`src/sv/hvl_pkg.sv`:
```
// shared constants, types and helper functions of the heading vector low-pass
`default_nettype none

package hvl_pkg;

  localparam int unsigned AngleFracBits = 6;
  localparam int unsigned HeadW         = 15;
  localparam int unsigned TdataW        = 16;
  localparam int unsigned FullTurn      = 360 << AngleFracBits;
  localparam int unsigned HalfTurn      = 180 << AngleFracBits;
  localparam int unsigned QuarterTurn   = 90 << AngleFracBits;
  localparam int unsigned MagW          = $clog2(QuarterTurn + 1);

  localparam int unsigned GainW     = 16;
  localparam int unsigned GainReset = 6554;

  localparam int unsigned SumW     = 18;
  localparam int unsigned OneQ16   = 65536;
  localparam int unsigned WideW    = 21;
  localparam int unsigned Q16Shift = 14;
  localparam int unsigned RoundQ16 = 1 << (Q16Shift - 1);
  localparam int unsigned LpShift  = 16;

  localparam int unsigned CordW     = 34;
  localparam int unsigned TableLen  = 24;
  localparam int unsigned TableIdxW = $clog2(TableLen);
  localparam int unsigned AtanW     = 32;

  localparam longint GainCorrQ30  = 652032874;
  localparam longint RadQ30PerDeg = 18740330;
  localparam longint RadHalf      = RadQ30PerDeg / 2;
  localparam int unsigned RadW    = 25;

  localparam int unsigned MulAW = RadW;
  localparam int unsigned MulBW = SumW + 1;
  localparam int unsigned ProdW = MulAW + 1 + MulBW;

  localparam int unsigned QuoW     = 14;
  localparam int unsigned DivW     = RadW + QuoW - 1;
  localparam int unsigned DivSteps = 4;
  localparam int unsigned DcntW    = $clog2(DivSteps);
  localparam int unsigned RW       = HeadW + 2;

  // reciprocal of radians per degree, estimate lands at most one below the quotient
  localparam int unsigned DivHiShift = 18;
  localparam int unsigned RecipShift = 20;
  localparam longint      RecipK     =
    (longint'(1) << (DivHiShift + RecipShift)) / RadQ30PerDeg;

  typedef struct packed {
    logic start;
    logic vectoring;
  } cordic_ctrl_t;

  typedef struct packed {
    logic busy;
    logic done;
  } cordic_sts_t;

  typedef enum logic [14:0] {
    S_IDLE = 15'h0001,
    S_FOLD = 15'h0002,
    S_MULV = 15'h0004,
    S_ZSET = 15'h0008,
    S_ROT  = 15'h0010,
    S_VOUT = 15'h0020,
    S_MULE = 15'h0040,
    S_SUME = 15'h0080,
    S_MULN = 15'h0100,
    S_SUMN = 15'h0200,
    S_VSET = 15'h0400,
    S_VEC  = 15'h0800,
    S_DSET = 15'h1000,
    S_DIV  = 15'h2000,
    S_WRAP = 15'h4000
  } state_e;

  // arctangent of 2^-i in radians q2.30
  function automatic logic [AtanW-1:0] atan_q30(input logic [TableIdxW-1:0] idx);
    logic [AtanW-1:0] v;
    case (idx)
      5'd0:    v = 32'h3243F6A8;
      5'd1:    v = 32'h1DAC6705;
      5'd2:    v = 32'h0FADBAFC;
      5'd3:    v = 32'h07F56EA6;
      5'd4:    v = 32'h03FEAB76;
      5'd5:    v = 32'h01FFD55B;
      5'd6:    v = 32'h00FFFAAA;
      5'd7:    v = 32'h007FFF55;
      5'd8:    v = 32'h003FFFEA;
      5'd9:    v = 32'h001FFFFD;
      5'd10:   v = 32'h000FFFFF;
      5'd11:   v = 32'h0007FFFF;
      5'd12:   v = 32'h0003FFFF;
      5'd13:   v = 32'h0001FFFF;
      5'd14:   v = 32'h0000FFFF;
      5'd15:   v = 32'h00007FFF;
      5'd16:   v = 32'h00003FFF;
      5'd17:   v = 32'h00001FFF;
      5'd18:   v = 32'h00000FFF;
      5'd19:   v = 32'h000007FF;
      5'd20:   v = 32'h000003FF;
      5'd21:   v = 32'h000001FF;
      5'd22:   v = 32'h000000FF;
      5'd23:   v = 32'h0000007F;
      default: v = '0;
    endcase
    return v;
  endfunction

  function automatic logic signed [SumW-1:0] sat_q16(input logic signed [WideW-1:0] v);
    logic signed [WideW-1:0] lim;
    logic signed [SumW-1:0] r;
    lim = WideW'(OneQ16);
    if (v > lim) begin
      r = SumW'(lim);
    end else if (v < -lim) begin
      r = SumW'(-lim);
    end else begin
      r = SumW'(v);
    end
    return r;
  endfunction

  // q4.30 to q2.16 with rounding and saturation
  function automatic logic signed [SumW-1:0] q30_to_q16(input logic signed [CordW-1:0] v);
    logic signed [CordW:0] t;
    t = (CordW+1)'(v) + $signed((CordW+1)'(RoundQ16));
    return sat_q16(WideW'(t >>> Q16Shift));
  endfunction

endpackage

`default_nettype wire

```
`src/sv/heading_vector_lowpass_core.sv`:
```
// Heading low-pass over the circle: each track beat (1/64 degree) is turned into a
// unit vector by a rotation-mode cordic, both components pass a first-order low-pass
// weighted by the gain register, and the smoothed vector goes back to a bearing by a
// vectoring-mode cordic and a reciprocal multiply, one result beat per input beat.
// Between one accept and the next an item makes two passes through the one shared
// cordic unit and uses one multiplier five times; when both sums are zero the
// vectoring pass and divide are skipped.
// The input is not ready while an item is in flight; a finished result waits in the
// output register and holds up the next item only if it is still there at the end.
`default_nettype none

module heading_vector_lowpass_core import hvl_pkg::*; #(
  parameter int unsigned CORDIC_STEPS = 16
) (
  input  logic              clk_i,
  input  logic              rst_ni,
  input  logic              cfg_we_i,
  input  logic [GainW-1:0]  cfg_wdata_i,   // smoothing_gain
  input  logic              s_axis_tvalid,
  output logic              s_axis_tready,
  input  logic [TdataW-1:0] s_axis_tdata,  // [14:0] heading_in
  output logic              m_axis_tvalid,
  input  logic              m_axis_tready,
  output logic [TdataW-1:0] m_axis_tdata   // [14:0] filtered_heading
);

  localparam int unsigned NumSteps = (CORDIC_STEPS < TableLen) ? CORDIC_STEPS : TableLen;

  localparam logic signed [HeadW:0]  FullS    = (HeadW+1)'(FullTurn);
  localparam logic signed [HeadW:0]  HalfS    = (HeadW+1)'(HalfTurn);
  localparam logic signed [HeadW:0]  QuarterS = (HeadW+1)'(QuarterTurn);
  localparam logic signed [RW-1:0]   FullR    = RW'(FullTurn);
  localparam logic signed [RW-1:0]   HalfR    = RW'(HalfTurn);
  localparam logic signed [SumW-1:0] SumLim   = SumW'(OneQ16);
  localparam logic [DcntW-1:0]       DivEstStep = DcntW'(1);
  localparam logic [DcntW-1:0]       DivFixStep = DcntW'(3);

  state_e state_q, state_d;

  logic [GainW-1:0] gain_q, gain_d;
  logic signed [SumW-1:0] east_sum_q, east_sum_d, north_sum_q, north_sum_d;
  logic out_valid_q, out_valid_d;
  logic [HeadW-1:0] out_head_q, out_head_d;

  logic [HeadW-1:0] a_q, a_d;
  logic flip_q, flip_d, neg_q, neg_d, base_q, base_d, zero_q, zero_d;
  logic [MulAW-1:0] mul_a_q, mul_a_d;
  logic signed [MulBW-1:0] mul_b_q, mul_b_d;
  logic signed [ProdW-1:0] prod_q, prod_d;
  logic signed [SumW-1:0] comp_n_q, comp_n_d;
  logic [DivW-1:0] rem_q, rem_d;
  logic [QuoW-1:0] quo_q, quo_d;
  logic [DcntW-1:0] dcnt_q, dcnt_d;

  cordic_ctrl_t cor_ctrl;
  cordic_sts_t  cor_sts;
  logic signed [CordW-1:0] cor_x_in, cor_y_in, cor_z_in, cor_x, cor_y, cor_z;

  logic in_beat, out_load;
  logic [HeadW-1:0] head_in;
  logic signed [HeadW:0] ang_w, ang_f;
  logic fold_flip;
  logic [MagW-1:0] ang_mag;
  logic signed [CordW-1:0] zmag, xv, yv, zabs;
  logic signed [SumW-1:0] e_raw, n_raw, comp_e;
  logic signed [WideW-1:0] lp_step;
  logic [DivW-1:0] div_num, div_rem;
  logic [QuoW-1:0] quo_est;
  logic div_ge;
  logic signed [RW-1:0] q_s, r_w;

  hvl_cordic #(
    .NUM_STEPS(NumSteps)
  ) u_cordic (
    .clk_i  (clk_i),
    .rst_ni (rst_ni),
    .ctrl_i (cor_ctrl),
    .x_i    (cor_x_in),
    .y_i    (cor_y_in),
    .z_i    (cor_z_in),
    .sts_o  (cor_sts),
    .x_o    (cor_x),
    .y_o    (cor_y),
    .z_o    (cor_z)
  );

  assign s_axis_tready = (state_q == S_IDLE);
  assign in_beat       = s_axis_tvalid && s_axis_tready;
  assign head_in       = s_axis_tdata[HeadW-1:0];
  assign out_load      = (state_q == S_WRAP) && (!out_valid_q || m_axis_tready);

  // shared multiplier
  assign prod_d = $signed({1'b0, mul_a_q}) * mul_b_q;

  // quadrant fold of the incoming angle
  always_comb begin
    ang_w = $signed({1'b0, a_q});
    if (a_q >= HeadW'(HalfTurn)) begin
      ang_w = ang_w - FullS;
    end
    ang_f     = ang_w;
    fold_flip = 1'b0;
    if (ang_w > QuarterS) begin
      ang_f     = ang_w - HalfS;
      fold_flip = 1'b1;
    end else if (ang_w < -QuarterS) begin
      ang_f     = ang_w + HalfS;
      fold_flip = 1'b1;
    end
    ang_mag = ang_f[HeadW] ? MagW'(-ang_f) : MagW'(ang_f);
  end

  assign zmag    = CordW'(prod_q >>> AngleFracBits);
  assign e_raw   = q30_to_q16(cor_y);
  assign n_raw   = q30_to_q16(cor_x);
  assign comp_e  = flip_q ? -e_raw : e_raw;
  assign lp_step = WideW'(prod_q >>> LpShift);
  assign xv      = CordW'(north_sum_q) <<< Q16Shift;
  assign yv      = CordW'(east_sum_q) <<< Q16Shift;
  assign zabs    = cor_z[CordW-1] ? -cor_z : cor_z;

  // degrees from radians: reciprocal estimate, then one compare and subtract
  assign div_num = (DivW'($unsigned(zabs)) << AngleFracBits) + DivW'(RadHalf);
  assign quo_est = QuoW'(prod_q >>> RecipShift);
  assign div_rem = rem_q - DivW'($unsigned(prod_q));
  assign div_ge  = (div_rem >= DivW'(RadQ30PerDeg));

  // bearing wrap
  always_comb begin
    q_s = $signed(RW'(quo_q));
    if (neg_q) begin
      q_s = -q_s;
    end
    r_w = (base_q ? HalfR : '0) + q_s;
    if (r_w < 0) begin
      r_w = r_w + FullR;
    end else if (r_w >= FullR) begin
      r_w = r_w - FullR;
    end
  end

  always_comb begin
    state_d     = state_q;
    gain_d      = gain_q;
    east_sum_d  = east_sum_q;
    north_sum_d = north_sum_q;
    out_valid_d = out_valid_q;
    out_head_d  = out_head_q;
    a_d         = a_q;
    flip_d      = flip_q;
    neg_d       = neg_q;
    base_d      = base_q;
    zero_d      = zero_q;
    mul_a_d     = mul_a_q;
    mul_b_d     = mul_b_q;
    comp_n_d    = comp_n_q;
    rem_d       = rem_q;
    quo_d       = quo_q;
    dcnt_d      = dcnt_q;
    cor_ctrl    = '0;
    cor_x_in    = CordW'(GainCorrQ30);
    cor_y_in    = '0;
    cor_z_in    = '0;

    if (cfg_we_i) begin
      gain_d = cfg_wdata_i;
    end

    if (out_load) begin
      out_valid_d = 1'b1;
      out_head_d  = zero_q ? HeadW'(QuarterTurn) : HeadW'(r_w);
    end else if (m_axis_tready) begin
      out_valid_d = 1'b0;
    end

    case (state_q)
      S_IDLE: begin
        if (in_beat) begin
          a_d     = (head_in >= HeadW'(FullTurn)) ? head_in - HeadW'(FullTurn) : head_in;
          state_d = S_FOLD;
        end
      end
      S_FOLD: begin
        flip_d  = fold_flip;
        neg_d   = ang_f[HeadW];
        mul_a_d = MulAW'(RadQ30PerDeg);
        mul_b_d = $signed(MulBW'(ang_mag));
        state_d = S_MULV;
      end
      S_MULV: begin
        state_d = S_ZSET;
      end
      S_ZSET: begin
        cor_ctrl.start     = 1'b1;
        cor_ctrl.vectoring = 1'b0;
        cor_x_in           = CordW'(GainCorrQ30);
        cor_y_in           = '0;
        cor_z_in           = neg_q ? -zmag : zmag;
        state_d            = S_ROT;
      end
      S_ROT: begin
        if (cor_sts.done) begin
          state_d = S_VOUT;
        end
      end
      S_VOUT: begin
        comp_n_d = flip_q ? -n_raw : n_raw;
        mul_a_d  = MulAW'(gain_q);
        mul_b_d  = MulBW'(comp_e) - MulBW'(east_sum_q);
        state_d  = S_MULE;
      end
      S_MULE: begin
        state_d = S_SUME;
      end
      S_SUME: begin
        east_sum_d = sat_q16(WideW'(east_sum_q) + lp_step);
        mul_b_d    = MulBW'(comp_n_q) - MulBW'(north_sum_q);
        state_d    = S_MULN;
      end
      S_MULN: begin
        state_d = S_SUMN;
      end
      S_SUMN: begin
        north_sum_d = sat_q16(WideW'(north_sum_q) + lp_step);
        state_d     = S_VSET;
      end
      S_VSET: begin
        zero_d = (east_sum_q == '0) && (north_sum_q == '0);
        base_d = north_sum_q[SumW-1];
        if ((east_sum_q == '0) && (north_sum_q == '0)) begin
          state_d = S_WRAP;
        end else begin
          cor_ctrl.start     = 1'b1;
          cor_ctrl.vectoring = 1'b1;
          cor_x_in           = north_sum_q[SumW-1] ? -xv : xv;
          cor_y_in           = north_sum_q[SumW-1] ? -yv : yv;
          cor_z_in           = '0;
          state_d            = S_VEC;
        end
      end
      S_VEC: begin
        if (cor_sts.done) begin
          state_d = S_DSET;
        end
      end
      S_DSET: begin
        neg_d   = cor_z[CordW-1];
        rem_d   = div_num;
        mul_a_d = MulAW'(div_num >> DivHiShift);
        mul_b_d = MulBW'(RecipK);
        quo_d   = '0;
        dcnt_d  = '0;
        state_d = S_DIV;
      end
      S_DIV: begin
        dcnt_d = dcnt_q + 1'b1;
        if (dcnt_q == DivEstStep) begin
          quo_d   = quo_est;
          mul_a_d = MulAW'(RadQ30PerDeg);
          mul_b_d = $signed(MulBW'(quo_est));
        end else if (dcnt_q == DivFixStep) begin
          quo_d   = quo_q + QuoW'(div_ge);
          state_d = S_WRAP;
        end
      end
      S_WRAP: begin
        if (out_load) begin
          state_d = S_IDLE;
        end
      end
      default: begin
        state_d = S_IDLE;
      end
    endcase
  end

  always_ff @(posedge clk_i or negedge rst_ni) begin
    if (!rst_ni) begin
      state_q     <= S_IDLE;
      gain_q      <= GainW'(GainReset);
      east_sum_q  <= '0;
      north_sum_q <= '0;
      out_valid_q <= 1'b0;
    end else begin
      state_q     <= state_d;
      gain_q      <= gain_d;
      east_sum_q  <= east_sum_d;
      north_sum_q <= north_sum_d;
      out_valid_q <= out_valid_d;
    end
  end

  always_ff @(posedge clk_i) begin
    out_head_q <= out_head_d;
    a_q        <= a_d;
    flip_q     <= flip_d;
    neg_q      <= neg_d;
    base_q     <= base_d;
    zero_q     <= zero_d;
    mul_a_q    <= mul_a_d;
    mul_b_q    <= mul_b_d;
    prod_q     <= prod_d;
    comp_n_q   <= comp_n_d;
    rem_q      <= rem_d;
    quo_q      <= quo_d;
    dcnt_q     <= dcnt_d;
  end

  assign m_axis_tvalid = out_valid_q;
  assign m_axis_tdata  = {{(TdataW - HeadW){1'b0}}, out_head_q};

  a_ready_cordic_idle: assert property (@(posedge clk_i) disable iff (!rst_ni)
    s_axis_tready |-> !cor_sts.busy)
    else $error("input ready while cordic busy");

  a_one_item: assert property (@(posedge clk_i) disable iff (!rst_ni)
    in_beat |=> !s_axis_tready)
    else $error("second beat accepted while item in flight");

  a_sums_bounded: assert property (@(posedge clk_i) disable iff (!rst_ni)
    (east_sum_q <= SumLim) && (east_sum_q >= -SumLim) &&
    (north_sum_q <= SumLim) && (north_sum_q >= -SumLim))
    else $error("filter sum out of range");

  a_bearing_range: assert property (@(posedge clk_i) disable iff (!rst_ni)
    out_valid_q |-> (out_head_q < HeadW'(FullTurn)))
    else $error("bearing not wrapped");

endmodule

`default_nettype wire

```
`src/sv/hvl_cordic.sv`:
```
// iterative cordic unit, one micro-rotation per cycle, rotation or vectoring mode
`default_nettype none

module hvl_cordic import hvl_pkg::*; #(
  parameter int unsigned NUM_STEPS = 16
) (
  input  logic                    clk_i,
  input  logic                    rst_ni,
  input  cordic_ctrl_t            ctrl_i,
  input  logic signed [CordW-1:0] x_i,
  input  logic signed [CordW-1:0] y_i,
  input  logic signed [CordW-1:0] z_i,
  output cordic_sts_t             sts_o,
  output logic signed [CordW-1:0] x_o,
  output logic signed [CordW-1:0] y_o,
  output logic signed [CordW-1:0] z_o
);

  localparam int unsigned StepW = (NUM_STEPS > 1) ? $clog2(NUM_STEPS) : 1;

  logic signed [CordW-1:0] x_q, x_d, y_q, y_d, z_q, z_d;
  logic [StepW-1:0] cnt_q, cnt_d;
  logic busy_q, busy_d, done_q, done_d, vect_q, vect_d;
  logic signed [CordW-1:0] dx, dy, at;
  logic sub_x;

  assign dx    = y_q >>> cnt_q;
  assign dy    = x_q >>> cnt_q;
  assign at    = $signed(CordW'(atan_q30(TableIdxW'(cnt_q))));
  assign sub_x = vect_q ? y_q[CordW-1] : !z_q[CordW-1];

  always_comb begin
    x_d    = x_q;
    y_d    = y_q;
    z_d    = z_q;
    cnt_d  = cnt_q;
    busy_d = busy_q;
    vect_d = vect_q;
    done_d = 1'b0;
    if (ctrl_i.start) begin
      x_d    = x_i;
      y_d    = y_i;
      z_d    = z_i;
      cnt_d  = '0;
      busy_d = 1'b1;
      vect_d = ctrl_i.vectoring;
    end else if (busy_q) begin
      if (sub_x) begin
        x_d = x_q - dx;
        y_d = y_q + dy;
        z_d = z_q - at;
      end else begin
        x_d = x_q + dx;
        y_d = y_q - dy;
        z_d = z_q + at;
      end
      cnt_d = cnt_q + 1'b1;
      if (cnt_q == StepW'(NUM_STEPS - 1)) begin
        busy_d = 1'b0;
        done_d = 1'b1;
      end
    end
  end

  always_ff @(posedge clk_i or negedge rst_ni) begin
    if (!rst_ni) begin
      busy_q <= 1'b0;
      done_q <= 1'b0;
      cnt_q  <= '0;
      vect_q <= 1'b0;
    end else begin
      busy_q <= busy_d;
      done_q <= done_d;
      cnt_q  <= cnt_d;
      vect_q <= vect_d;
    end
  end

  always_ff @(posedge clk_i) begin
    x_q <= x_d;
    y_q <= y_d;
    z_q <= z_d;
  end

  assign sts_o.busy = busy_q;
  assign sts_o.done = done_q;
  assign x_o        = x_q;
  assign y_o        = y_q;
  assign z_o        = z_q;

endmodule

`default_nettype wire
```
`config.mk`:
```
export PLATFORM = sky130hd
export DESIGN_NAME = heading_vector_lowpass_core
export DESIGN_NICKNAME = d
export VERILOG_FILES = /design/src/sv/hvl_pkg.sv /design/src/sv/heading_vector_lowpass_core.sv /design/src/sv/hvl_cordic.sv
export SDC_FILE = /design/constraint.sdc
export NUM_CORES = 2
export LEC_CHECK = 0
export BUFFER_PORTS_ARGS = -buffer_cell sky130_fd_sc_hd__buf_2
export CAP_MARGIN = 20
export CORE_MARGIN = 10
export CORE_UTILIZATION = 58
export DETAILED_ROUTE_END_ITERATION = 10
export GPL_TIMING_DRIVEN = 0
export PLACE_DENSITY = 0.85
export SLEW_MARGIN = 20
export SYNTH_ARGS = -nofsm -noshare
export SYNTH_HDL_FRONTEND = slang
export SYNTH_SLANG_ARGS = --single-unit
```
`constraint.sdc`:
```
create_clock -name clk_i -period 9.6 [get_ports clk_i]
set_input_delay 0 -clock clk_i [delete_from_list [all_inputs] [get_ports clk_i]]
set_output_delay 0 -clock clk_i [all_outputs]
set_load 0.02 [all_outputs]
```
# --- Yosys cells after proc, flatten, opt, wreduce, memory -nomap -nowiden ---
# Memory sizes are Yosys's and may differ from the RTL's.
# Cells that the tools add are included.
# Widths: inputs -> output; s select.
totals:
  ff_bits: 367
  romBits: 480
  in_bits: 37
  out_inout_bits: 18
  word_cells: 189
  memories: 1
classes:
  add_sub_neg: 32
  multipliers: 1
  magnitude_cmp: 15
  n_eq_ne: 26
  n_shift: 2
  n_mux: 68
  n_reduce_logical: 19
memory_table:
  columns: ["memory", "depth", "word_bits", "read_ports", "rd_ports_with_merged_regs", "wr", "line", "text"]
  rows:
  - ["(name not given)", 16, 30, 1, 0, 0, "hvl_pkg.sv:81", "case (idx)"]
op_table:
  columns: ["operator", "n"]
  rows:
  - ["$mux 34", 17]
  - ["$pmux 15 s15", 1]
  - ["$mux 18", 10]
  - ["$mux 15", 10]
  - ["$pmux 25 s4", 1]
  - ["$pmux 19 s5", 1]
  - ["$gt 21x18->1 const B", 4]
  - ["$lt 21x17->1 const B", 4]
  - ["$add 34x15->35 const B", 2]
  - ["$add 34x34->34", 2]
  - ["$neg 32->34", 2]
  - ["$sshr 34x4->34", 2]
  - ["$sub 34x34->34", 2]
  - ["$mux 16", 3]
  - ["$add 18x21->21", 2]
  - ["$mux 14", 3]
  - ["$mul 26x19->40", 1]
  - ["$add 38x24->38 const B", 1]
  - ["$ge 38x25->1 const B", 1]
  - ["$sub 18x18->19", 2]
  - ["$sub 38x38->38", 1]
  - ["$logic_not 18->1", 2]
  - ["$neg 18->18", 2]
  - ["$add 34x33->34", 1]
  - ["60 further kinds", 86]

# --- Logic depth before layout (Yosys ltp) ---
depth:
  word_depth: 8
  ltp_mapped: 28
  ltp_nobuf: 26

# --- Cells and area by module ---
# A second synthesis with hierarchy kept.
unflattened:
  hier_cells: 5943
  hier_area_um2: 51047.7
modules_own_cells:
  columns: ["mod", "instances", "cells_each", "area_per_inst_um2", "seq_area_each_um2"]
  rows:
  - ["heading_vector_lowpass_core", 1, 4058, 35048.6, 6716.4]
  - ["hvl_cordic", 1, 1885, 15999.1, 3238.1]

# --- Worst setup path after synthesis ---
# No wires, ideal clock.
synth_path:
  path_kind: "register to register"
  start: "register mul_a_q[2]"
  end: "register prod_q[39]"
  setup_time_ns: 0.121
  arrival_ns: 6.569
  required_ns: 9.479
  setup_slack_ns: 2.910
  stages_incl_launch_ff: 23
  n_path_buf: 2
  period_less_slack_ns: 6.690
  cell_sequence: "edfxtp_1 clkbuf_1 clkbuf_1 nand2_1 fa_1 fa_1 inv_1 fa_1 fa_1 fa_1 fa_1 fa_1 ha_1 nand2_1 a21oi_1 o21ai_0 o31a_1 o31a_1 o2111ai_1 a31oi_1 o31ai_1 a21oi_1 xnor2_1"
synth_via:
  elab_chain_len: 1
synth_lines:
  columns: ["element", "line", "text"]
  rows:
  - ["from (decl)", "heading_vector_lowpass_core.sv:47", "logic [MulAW-1:0] mul_a_q, mul_a_d;"]
  - ["from (signal assigned)", "heading_vector_lowpass_core.sv:300", "mul_a_q <= mul_a_d;"]
  - ["$mul 26x19->40", "heading_vector_lowpass_core.sv:93", "assign prod_d = $signed({1'b0, mul_a_q}) * mul_b_q;"]
  - ["via prod_d[39]", "heading_vector_lowpass_core.sv:49", "logic signed [ProdW-1:0] prod_q, prod_d;"]
  - ["to (signal assigned)", "heading_vector_lowpass_core.sv:302", "prod_q <= prod_d;"]
  - ["to (decl)", "heading_vector_lowpass_core.sv:49", null]
# The timed path passes the listed nets, and every way through them passes these cells.
# A chain may end at the register's enable or synchronous reset.

# --- Worst setup path after layout ---
layout_path:
  start: "register mul_a_q[12]"
  end: "register prod_q[39]"
# Same word-level chain as after synthesis.

==> reports/results.tsv <==
metric	value	unit
clkSlewWorstSetupHoldPaths	60	ps
drc	0	
synth-xor-area-share	9.37	%
finalCriticalPeriod	8320	ps
rsz0062_at_grt	false	
r2r-start	mul_a_q[12]	
seqCellArea	9950	sq um
htreeDepth	2	
yosys_warnings	0	
synthMuxAreaShare	5.95	%
seq_area_frac_synth	20.2	%
postCtsSetupBuffers	0	
skew	38.5	ps
dr.first_iter.drc_count	5749	
worstMarginPinSlew	999	ps
drtPass1Iterations	8	
insertion_delay	620	ps
cts-root-buf	clkbuf_16	
synthDistinctLibCells	108	
drv_cap	0	
multi_input_area	35900	sq um
cts_sinks	357	
worst_setup_path_end_kind	register	
required	10070	ps
dpl.hpwl	124	mm
synth_top_family_by_area	adder cells	
synthSimpleGateAreaFrac	17.4	%
die_h	311	um
hp-start	cfg_we_i	
area.growth.synth_to_final	7.39	%
synthCells	5606	
start_util	58.7	%
synth.net_count	6394	
finalMaxSlewViolations	0	
core	84000	sq um
die_w	311	um
port-buffer-count	51	
dr_total_vias	44800	
synth_top_flop_cell	edfxtp_1	
grtUsageTotal	31.7	%
antenna_found_initial	10	
synth_seq_cells	357	
place_area	51100	sq um
slew_headroom	33.4	%
timing.final.crit_share	86.7	%
clock_path_buffers	3	
reg2regPathDepth	22	
hold_end	gain_q[4]	
outcome	complete, no violations	
finalSetupViolCount	0	
final.setup.tns	0	ps
gp_congestion	1.04	
r2r_slack	1280	ps
drt-vias-per-instance	6.47	
grt_max_degree	55	
grt_pass1_vias	43500	
cts_tree	built	
synth_edf_count	242	
fmax	120	MHz
netlist_area	49300	sq um
finish.utilization	63.0	%
hold_path.class	in -> reg	
synthArstFlopShare	21.0	%
dieArea	97000	sq um
cts_made_buffers	43	
worst_setup_path_start_kind	register	
grt_overflow	0	
final_area	52900	sq um
min_path_cells	2	
synth-adder-area-share	24.3	%
syn_area_per_cell	8.79	sq um
path_max_fanout	10	
final_antenna_net_count	0	
wl_per_cell	22.8	um
nNetsFinal	6539	
wirelength	158	mm
drive_above_1_share	6.00	%
r2r_end	prod_q[39]	
synth_compound_area_share	15.8	%
grt_pass1_wl	245	mm
worstPathArrival	8790	ps
fillers	6834	
finalHoldViolations	0	
path_class	reg -> reg	
ios	55	
rows	106	
[area by class of cell]
class,count,area share (%)
Buffer,269,2.18
Clock buffer,47,2.10
Multi-Input combinational cell,4376,67.9
Inverter,604,4.29
Tap cell,1134,2.68
Clock inverter,32,0.523
Timing Repair Buffer,100,1.49
Antenna cell,3,0.0142
Sequential cell,357,18.8
[synth_stat cells, drive strengths merged, types with 64 or more instances]
master	number	share of area [%]
a21o	100	1.5
dfrtp	67	3.4
and2	201	2.6
nand2	553	4.2
edfxtp	242	15
o21ai	239	2.4
nor2	326	2.5
nand3	136	1.4
inv	598	4.6
mux4	76	3.5
clkbuf	214	1.6
fa	344	14
a21oi	279	2.8
nand2b	69	0.88
nor3	107	1.1
o22ai	65	0.85
xnor2	318	5.7
ha	407	10
xor2	209	3.7
mux2i	64	1.4
[registers in the layout, summed over array words and instances (netlist names), 19 cells and up]
name / cells
u_cordic.z_o: 34
u_cordic.y_o: 34
prod_q: 40
mul_b_q: 19
u_cordic.x_o: 34
rem_q: 32
mul_a_q: 21
[worst max-delay path: stages (launching register included)]
cell	delay [ps]
edfxtp_1	320
clkbuf_1	670
clkbuf_1	710
nand2_1	190
fa_1	590
fa_1	450
fa_1	520
inv_1	50
fa_1	480
fa_1	520
fa_1	570
fa_1	440
ha_1	370
nand2_1	110
a21oi_1	130
o21ai_0	140
o31a_1	380
o31a_1	340
o2111ai_1	340
a31oi_1	210
o31ai_1	330
a21oi_1	150
xnor2_1	160
[cells in the final DEF (no fill, tap or decap), types with 61 or more instances in the layout]
cell type | netlist | routed
clkbuf_1 | 214 | 216
mux4_2 | 69 | 69
ha_1 | 407 | 407
fa_1 | 344 | 344
inv_1 | 595 | 595
nor2_1 | 326 | 325
mux2i_1 | 61 | 61
a21oi_1 | 278 | 277
and2_1 | 201 | 201
edfxtp_1 | 242 | 242
nand2_1 | 552 | 551
nand2b_1 | 69 | 69
xor2_1 | 209 | 209
o21ai_0 | 234 | 234
o22ai_1 | 63 | 63
a21o_1 | 100 | 100
nand3_1 | 135 | 135
dfrtp_1 | 67 | 67
nor3_1 | 105 | 105
buf_2 | 14 | 67
xnor2_1 | 318 | 318
[kinds of logic after synthesis]
group,count (synthesis)
DFF,357
adders and majority gates,751
AOI/OAI and AO/OA,1183
muxes,186
xor gates and xnor gates,527
other,1
buffers and inverters,873
and+or+nand+nor,1728
[how the worst max path moves through the flow]
stage	startpoint	endpoint	slack, ps	cells past startpoint
4_1_cts	mul_a_q[12]	prod_q[39]	1450	22
3_3_place_gp	mul_a_q[12]	prod_q[39]	1760	22
3_5_place_dp	mul_a_q[12]	prod_q[39]	1510	22
2_1_floorplan	mul_a_q[2]	prod_q[39]	2910	22
5_1_grt	mul_a_q[10]	prod_q[39]	1040	24
6_report	mul_a_q[12]	prod_q[39]	1280	22
[layer usage]
layer,vias up,GRT usage [%],routed length (um)
li1,19900,-,-
met1,21300,40.2,58400
met2,2897,48.2,68300
met3,661,9.03,20700
met4,10,17.5,10500
met5,-,0,69
[repair_timing]
action | CTS | global route
gates resized for setup | 0 | 0
hold buffers | 41 | 0
hold endpoints to repair | 108 | 0
[per-stage QoR]
stage,hold WS [ps],setup WS [ps],instances
6_report,62.1,1280,6922
2_1_floorplan,-296,2910,5606
5_1_grt,47.5,1040,6921
3_3_place_gp,217,1760,6791
3_5_place_dp,-73.9,1510,6799
4_1_cts,33.2,1450,6919
Power is left out: the tool's default activity adds up to more than one toggle a clock period on the data nets, which glitch-free logic cannot reach.
